==> src/hw/rtl/nlr_pkg.sv <==
// ----------------------------------------------------------------------------
// nlr_pkg: shared types of the numeric literal recognizer
// Parser phase encoding used by the step logic and the top level.
// ----------------------------------------------------------------------------
package nlr_pkg;

  typedef enum logic [17:0] {
    PH_START  = 18'b000000000000000001,
    PH_SIGNED = 18'b000000000000000010,
    PH_I      = 18'b000000000000000100,
    PH_IN     = 18'b000000000000001000,
    PH_INF    = 18'b000000000000010000,
    PH_N      = 18'b000000000000100000,
    PH_NA     = 18'b000000000001000000,
    PH_NAN    = 18'b000000000010000000,
    PH_POPEN  = 18'b000000000100000000,
    PH_PDIG   = 18'b000000001000000000,
    PH_INT    = 18'b000000010000000000,
    PH_DOT    = 18'b000000100000000000,
    PH_FRAC   = 18'b000001000000000000,
    PH_EMARK  = 18'b000010000000000000,
    PH_ESIGN  = 18'b000100000000000000,
    PH_EDIG   = 18'b001000000000000000,
    PH_TRAIL  = 18'b010000000000000000,
    PH_REJECT = 18'b100000000000000000
  } phase_t;

  localparam int unsigned CharWidth = 8;

endpackage

==> src/hw/rtl/numeric_literal_recognizer.sv <==
// A terminator beat is accepted into the input register and moves on into the
// result register once that has room, which raises out_valid.
// Throughput: one character beat per cycle; the phase register updates once
// per beat through a single level of step logic. Only a terminator held
// behind a stalled verdict stalls the input.
// Reset: synchronous rst empties both registers and sets the phase to start.
// ----------------------------------------------------------------------------
// numeric_literal_recognizer: streaming number syntax checker
// Parses one character per beat and reports on each terminator beat whether
// the text since the previous terminator reads as a number.
// ----------------------------------------------------------------------------
module numeric_literal_recognizer (
  input  logic       clk,
  input  logic       rst,
  input  logic       in_valid,
  output logic       in_stall,
  input  logic [7:0] ch,
  input  logic       end_of_text,
  output logic       out_valid,
  input  logic       out_stall,
  output logic       is_number
);

  logic            s1_valid;
  logic [7:0]      s1_ch;
  logic            s1_eot;
  logic            s1_fire;
  logic            out_free;
  logic            in_fire;
  nlr_pkg::phase_t phase;
  nlr_pkg::phase_t phase_next;
  logic            accepting;

  // A character beat never waits; a terminator waits for room in the
  // result register.
  assign out_free = !out_valid || !out_stall;
  assign s1_fire  = s1_valid && (!s1_eot || out_free);
  assign in_stall = s1_valid && !s1_fire;
  assign in_fire  = in_valid && !in_stall;

  nlr_step u_step (
    .phase      (phase),
    .ch         (s1_ch),
    .phase_next (phase_next),
    .accepting  (accepting)
  );

  always_ff @(posedge clk) begin
    if (rst) begin
      s1_valid <= 1'b0;
    end else if (in_fire) begin
      s1_valid <= 1'b1;
    end else if (s1_fire) begin
      s1_valid <= 1'b0;
    end
  end

  always_ff @(posedge clk) begin
    if (in_fire) begin
      s1_ch  <= ch;
      s1_eot <= end_of_text;
    end
  end

  always_ff @(posedge clk) begin
    if (rst) begin
      phase <= nlr_pkg::PH_START;
    end else if (s1_fire) begin
      phase <= s1_eot ? nlr_pkg::PH_START : phase_next;
    end
  end

  always_ff @(posedge clk) begin
    if (rst) begin
      out_valid <= 1'b0;
    end else if (s1_fire && s1_eot) begin
      out_valid <= 1'b1;
    end else if (!out_stall) begin
      out_valid <= 1'b0;
    end
  end

  always_ff @(posedge clk) begin
    if (s1_fire && s1_eot) begin
      is_number <= accepting;
    end
  end

`ifndef SYNTHESIS
  a_eot_restarts: assert property (@(posedge clk) disable iff (rst)
    s1_fire && s1_eot |=> phase == nlr_pkg::PH_START)
    else $error("phase did not return to start after a terminator");

  a_out_from_eot: assert property (@(posedge clk) disable iff (rst)
    $rose(out_valid) |-> $past(s1_fire && s1_eot))
    else $error("result appeared without a terminator beat");

  a_reject_sticks: assert property (@(posedge clk) disable iff (rst)
    phase == nlr_pkg::PH_REJECT && s1_fire && !s1_eot |=> phase == nlr_pkg::PH_REJECT)
    else $error("rejecting phase left before the terminator");

  a_stall_needs_item: assert property (@(posedge clk) disable iff (rst)
    in_stall |-> s1_valid && s1_eot && out_valid && out_stall)
    else $error("input stalled without a blocked terminator");
`endif

endmodule

==> src/hw/rtl/nlr_step.sv <==
// ----------------------------------------------------------------------------
// nlr_step: one character step of the recognizer
// Classifies a byte and computes the next parser phase, plus whether the
// current phase ends a valid number.
// ----------------------------------------------------------------------------
module nlr_step (
  input  nlr_pkg::phase_t              phase,
  input  logic [nlr_pkg::CharWidth-1:0] ch,
  output nlr_pkg::phase_t              phase_next,
  output logic                         accepting
);

  typedef struct packed {
    logic blank;
    logic digit;
    logic sign;
    logic dot;
    logic lparen;
    logic rparen;
    logic let_i;
    logic let_n;
    logic let_f;
    logic let_a;
    logic let_e;
  } char_class_t;

  logic [nlr_pkg::CharWidth-1:0] folded;
  char_class_t                   cls;
  nlr_pkg::phase_t               body;

  // Upper-case ASCII letters fold onto lower case; other bytes pass.
  assign folded = (ch >= 8'h41 && ch <= 8'h5A) ? (ch | 8'h20) : ch;

  always_comb begin
    cls.blank  = (ch == 8'h20) || (ch == 8'h09);
    cls.digit  = (ch >= 8'h30) && (ch <= 8'h39);
    cls.sign   = (ch == 8'h2B) || (ch == 8'h2D);
    cls.dot    = (ch == 8'h2E);
    cls.lparen = (ch == 8'h28);
    cls.rparen = (ch == 8'h29);
    cls.let_i  = (folded == 8'h69);
    cls.let_n  = (folded == 8'h6E);
    cls.let_f  = (folded == 8'h66);
    cls.let_a  = (folded == 8'h61);
    cls.let_e  = (folded == 8'h65);
  end

  // First significant character after the optional sign.
  always_comb begin
    priority if (cls.let_i) begin
      body = nlr_pkg::PH_I;
    end else if (cls.let_n) begin
      body = nlr_pkg::PH_N;
    end else if (cls.digit) begin
      body = nlr_pkg::PH_INT;
    end else if (cls.dot) begin
      body = nlr_pkg::PH_DOT;
    end else begin
      body = nlr_pkg::PH_REJECT;
    end
  end

  always_comb begin
    phase_next = nlr_pkg::PH_REJECT;
    unique case (phase)
      nlr_pkg::PH_START: begin
        if (cls.blank)     phase_next = nlr_pkg::PH_START;
        else if (cls.sign) phase_next = nlr_pkg::PH_SIGNED;
        else               phase_next = body;
      end
      nlr_pkg::PH_SIGNED: phase_next = body;
      nlr_pkg::PH_I:  if (cls.let_n) phase_next = nlr_pkg::PH_IN;
      nlr_pkg::PH_IN: if (cls.let_f) phase_next = nlr_pkg::PH_INF;
      nlr_pkg::PH_N:  if (cls.let_a) phase_next = nlr_pkg::PH_NA;
      nlr_pkg::PH_NA: if (cls.let_n) phase_next = nlr_pkg::PH_NAN;
      nlr_pkg::PH_INF: if (cls.blank) phase_next = nlr_pkg::PH_TRAIL;
      nlr_pkg::PH_NAN: begin
        if (cls.lparen)     phase_next = nlr_pkg::PH_POPEN;
        else if (cls.blank) phase_next = nlr_pkg::PH_TRAIL;
      end
      nlr_pkg::PH_POPEN: if (cls.digit) phase_next = nlr_pkg::PH_PDIG;
      nlr_pkg::PH_PDIG: begin
        if (cls.digit)       phase_next = nlr_pkg::PH_PDIG;
        else if (cls.rparen) phase_next = nlr_pkg::PH_TRAIL;
      end
      nlr_pkg::PH_INT: begin
        if (cls.digit)      phase_next = nlr_pkg::PH_INT;
        else if (cls.dot)   phase_next = nlr_pkg::PH_FRAC;
        else if (cls.let_e) phase_next = nlr_pkg::PH_EMARK;
        else if (cls.blank) phase_next = nlr_pkg::PH_TRAIL;
      end
      nlr_pkg::PH_DOT: if (cls.digit) phase_next = nlr_pkg::PH_FRAC;
      nlr_pkg::PH_FRAC: begin
        if (cls.digit)      phase_next = nlr_pkg::PH_FRAC;
        else if (cls.let_e) phase_next = nlr_pkg::PH_EMARK;
        else if (cls.blank) phase_next = nlr_pkg::PH_TRAIL;
      end
      nlr_pkg::PH_EMARK: begin
        if (cls.sign)       phase_next = nlr_pkg::PH_ESIGN;
        else if (cls.digit) phase_next = nlr_pkg::PH_EDIG;
      end
      nlr_pkg::PH_ESIGN: if (cls.digit) phase_next = nlr_pkg::PH_EDIG;
      nlr_pkg::PH_EDIG: begin
        if (cls.digit)      phase_next = nlr_pkg::PH_EDIG;
        else if (cls.blank) phase_next = nlr_pkg::PH_TRAIL;
      end
      nlr_pkg::PH_TRAIL: if (cls.blank) phase_next = nlr_pkg::PH_TRAIL;
      default: phase_next = nlr_pkg::PH_REJECT;
    endcase
  end

  assign accepting = (phase == nlr_pkg::PH_INF)  || (phase == nlr_pkg::PH_NAN)  ||
                     (phase == nlr_pkg::PH_INT)  || (phase == nlr_pkg::PH_FRAC) ||
                     (phase == nlr_pkg::PH_EDIG) || (phase == nlr_pkg::PH_TRAIL);

endmodule

==> config.mk <==
export PLATFORM = sky130hd
export DESIGN_NAME = numeric_literal_recognizer
export DESIGN_NICKNAME = d
export VERILOG_FILES = /design/src/hw/rtl/nlr_pkg.sv /design/src/hw/rtl/numeric_literal_recognizer.sv /design/src/hw/rtl/nlr_step.sv
export SDC_FILE = /design/constraint.sdc
export NUM_CORES = 1
export LEC_CHECK = 0
export BUFFER_PORTS_ARGS = -buffer_cell sky130_fd_sc_hd__buf_2
export CAP_MARGIN = 20
export CELL_PAD_IN_SITES_DETAIL_PLACEMENT = 1
export CELL_PAD_IN_SITES_GLOBAL_PLACEMENT = 1
export CORE_MARGIN = 5
export CORE_UTILIZATION = 40
export CTS_CLUSTER_DIAMETER = 100
export DETAILED_ROUTE_END_ITERATION = 7
export HOLD_SLACK_MARGIN = 0.1
export PLACE_DENSITY_LB_ADDON = 0.1
export SYNTH_ARGS = -nofsm -noshare
export SYNTH_HDL_FRONTEND = slang
export SYNTH_SLANG_ARGS = --single-unit
==> constraint.sdc <==
create_clock -name clk -period 2.75 [get_ports clk]
set_input_delay 0.275 -clock clk [delete_from_list [all_inputs] [get_ports clk]]
set_output_delay 0.275 -clock clk [all_outputs]
set_load 0.03 [all_outputs]
==> impl_metrics.csv <==
group,metric,value,unit
timing,setup_slack,131,ps
clock_tree,cts_root_buf,"clkbuf_8",
route,postRouteAntennaNets,0,
power,clock_power_share,0.374,
power,p_sw_frac,0.276,
power,p_comb_frac,0.114,
route,drt_iter0_drc,157,
worst_setup_path,startpoint_type,"flop",
worst_setup_path,crit_fanout,8,
cells_and_area,drive_gt1_frac,0.187,
floorplanning,start_util,0.405,
synthesis,yosys-top-cells-count,"nor2_1 (28), nand2_1 (24), dfxtp_1 (20), a21oi_1 (17), nand4_1 (17)",
route,via_per_inst,5.98,
synthesis,yosysTopAreaCellShare,0.196,
power,ir_drop,0.266,mV
global_routing,grt_max_degree,17,
worst_hold_path,hp-class,"input port to flop",
clock_tree,postCtsSetupRepairBufs,0,
timing,finalCritPeriodShare,0.952,
timing,fin_skew,8.12,ps
floorplanning,die_y,81.5,um
clock_tree,post_cts_resized,0,
clock_tree,cts_buffers,5,
timing,setup_tns,0,ps
cells_and_area,n_fill_cell,646,
timing,hold_viol,0,
worst_setup_path,rr_endpoint,"phase[16]",
cells_and_area,final_core_util,0.459,
clock_tree,clockBufferDepth,2,
cells_and_area,fin_cells,338,
global_routing,track_usage,0.217,
cells_and_area,diodes,0,
worst_setup_path,endpoint_kind,"flop",
clock_tree,hold_buffers,0,
power,switchingPower,0.261,mW
synthesis,async_reset_ff_frac,0,
floorplanning,die_x,81.5,um
worst_setup_path,crit_start,"phase[7]",
synthesis,syn_area_per_cell,8.34,um2
worst_setup_path,cp-endpoint,"phase[16]",
run,maxCapViolations,0,
synthesis,syn-num-nets,258,
synthesis,synthCells,245,
synthesis,ys_types,52,
worst_setup_path,r2r_start,"phase[7]",
place,place_ws,175,ps
synthesis,ys_seq_elements,30,
worst_setup_path,arrival,2840,ps
clock_tree,cts_tree,"built",
floorplanning,dieArea,0.00664,mm2
power,seq_power_share,0.512,
timing,fmax,382,MHz
cells_and_area,syn2layout_area_growth,13.2,%
clock_tree,clk_pin_slew,70,ps
route,finalWirelength,6600,um
timing,tightest_slew,764,ps
global_routing,antenna_found_initial,0,
power,p_leak,0.790,nW
route,num_vias,2021,
timing,finalSetupViolCount,0,
floorplanning,coreArea,0.00504,mm2
global_routing,grt_pass1_vias,1997,
synthesis,netlist_top_cells_area,"dfxtp_1 (20%), edfxtp_1 (15%), nand4_1 (5.2%), nor2_1 (5.1%), nand2_1 (4.4%)",
route,drc,0,
synthesis,yosysTopAreaCell,"dfxtp_1",
place,dp_cells,330,
place,portBuffers,15,
cells_and_area,layout.nets,280,
synthesis,yosysSeqAreaShare,0.343,
worst_setup_path,required,2970,ps
timing,slew_violations,0,
worst_setup_path,r2r_setup_slack,130,ps
synthesis,synth_edf_count,10,
global_routing,grt.overflow.total,0,
route,drt_pass1_iterations,4,
synthesis,yosysMostFrequentCell,"nor2_1",
clock_tree,clk_latency,290,ps
place,dpl.hpwl,5160,um
synthesis,syn_area,0.00204,mm2
route,wl_per_cell,19.5,um
power,power_density,409,mW/mm2
synthesis,ys.flop_type,"dfxtp_1",
worst_setup_path,worstSetupPathType,"flop to flop",
floorplanning,rows,26,
timing,slew_headroom,0.487,
outcome,status,"completed",
synthesis,yosysWarnings,0,
clock_tree,cts.sinks,30,
floorplanning,ioPinCount,16,
global_routing,grt_pass1_wl,10700,um
worst_setup_path,reg2reg_depth,6,
clock_tree,htreeDepth,2,
timing,min_period,2620,ps
timing,rsz0062_at_grt,"no",
power,p_int,0.684,mW
place,gp_congestion,0.935,
==> worst min-delay path by stage <==
stage	start	endpoint	slack, ps	depth (start not counted)
detailed placement	ch[0]	s1_ch[0]	450	1
floorplan	ch[0]	s1_ch[0]	370	0
global placement	end_of_text	s1_eot	450	1
CTS	ch[6]	s1_ch[6]	150	1
finish	ch[6]	s1_ch[6]	160	1
global route	ch[6]	s1_ch[6]	150	1
==> per-stage QoR <==
step / power (mW) / hold slack [ps] / area (um2)
final: 0.945 / 158 / 2310
after global routing: 0.987 / 148 / 2310
after CTS: 0.957 / 148 / 2310
after detailed placement: 0.599 / 454 / 2230
after global placement: 0.597 / 451 / 2230
after floorplan: 0.556 / 374 / 2040
==> routing by layer <==
layer  vias to the layer above  global-route usage  wire, um
met5                         -                   0         0
met4                         0              0.0895       156
met3                        16              0.0428       230
met2                        40               0.348      3050
met1                       988               0.283      3170
li1                        977                   -         -
==> sequential cells by signal, summed over array words and instances (netlist names) <==
register,cells
phase,18
s1_eot,1
s1_valid,1
is_number,1
s1_ch,8
out_valid,1
==> power by group through the flow <==
stage / Sequential [mW] / Clock, mW / Combinational, mW
6_report: 0.484 / 0.354 / 0.108
5_1_grt: 0.485 / 0.386 / 0.116
4_1_cts: 0.483 / 0.368 / 0.106
3_5_place_dp: 0.493 / 0 / 0.106
3_3_place_gp: 0.493 / 0 / 0.105
2_1_floorplan: 0.490 / 0 / 0.0656
==> kinds of logic after synthesis <==
logic type | count (synthesis) | synth area share
AND/OR/NAND/NOR | 141 | 0.424
AO/OA/AOI/OAI | 47 | 0.151
flip-flops | 30 | 0.343
buffers and inverters | 18 | 0.0428
XOR/XNOR | 8 | 0.0343
multiplexers | 1 | 0.00551
==> area by class of cell <==
class	count	area (um2)	area share
Multi-Input combinational cell	197	1260	0.543
Sequential cell	30	701	0.303
Timing Repair Buffer	27	165	0.0714
Tap cell	70	87.6	0.0379
Clock buffer	6	72.6	0.0314
Inverter	6	22.5	0.00973
Clock inverter	2	8.76	0.00379
==> cell usage in the layout, fill, tap and decap left out, types with 5 or more instances in the layout <==
cell type  synthesis  final
clkbuf_8           0      5
nand2_1           24     24
nand4_1           17     17
inv_1              6      6
edfxtp_1          10     10
nor3_1            10     10
dfxtp_1           20     20
a21oi_1           17     17
nand3_1           14     14
o21ai_1            5      5
nor2_1            28     28
o21ai_0            5      5
buf_4              0     12
buf_2              4     15
nor4_1             5      5
nor2b_1            6      6
==> critical path, cell delays in order (launching register included) <==
cell and delay [ps]:
dfxtp_1 400, or3_1 580, nor2_4 250, nand3_1 160, nor4_1 600, o31ai_1 330
a211oi_2 230
No activity file was read; power rests on OpenSTA's default activity.
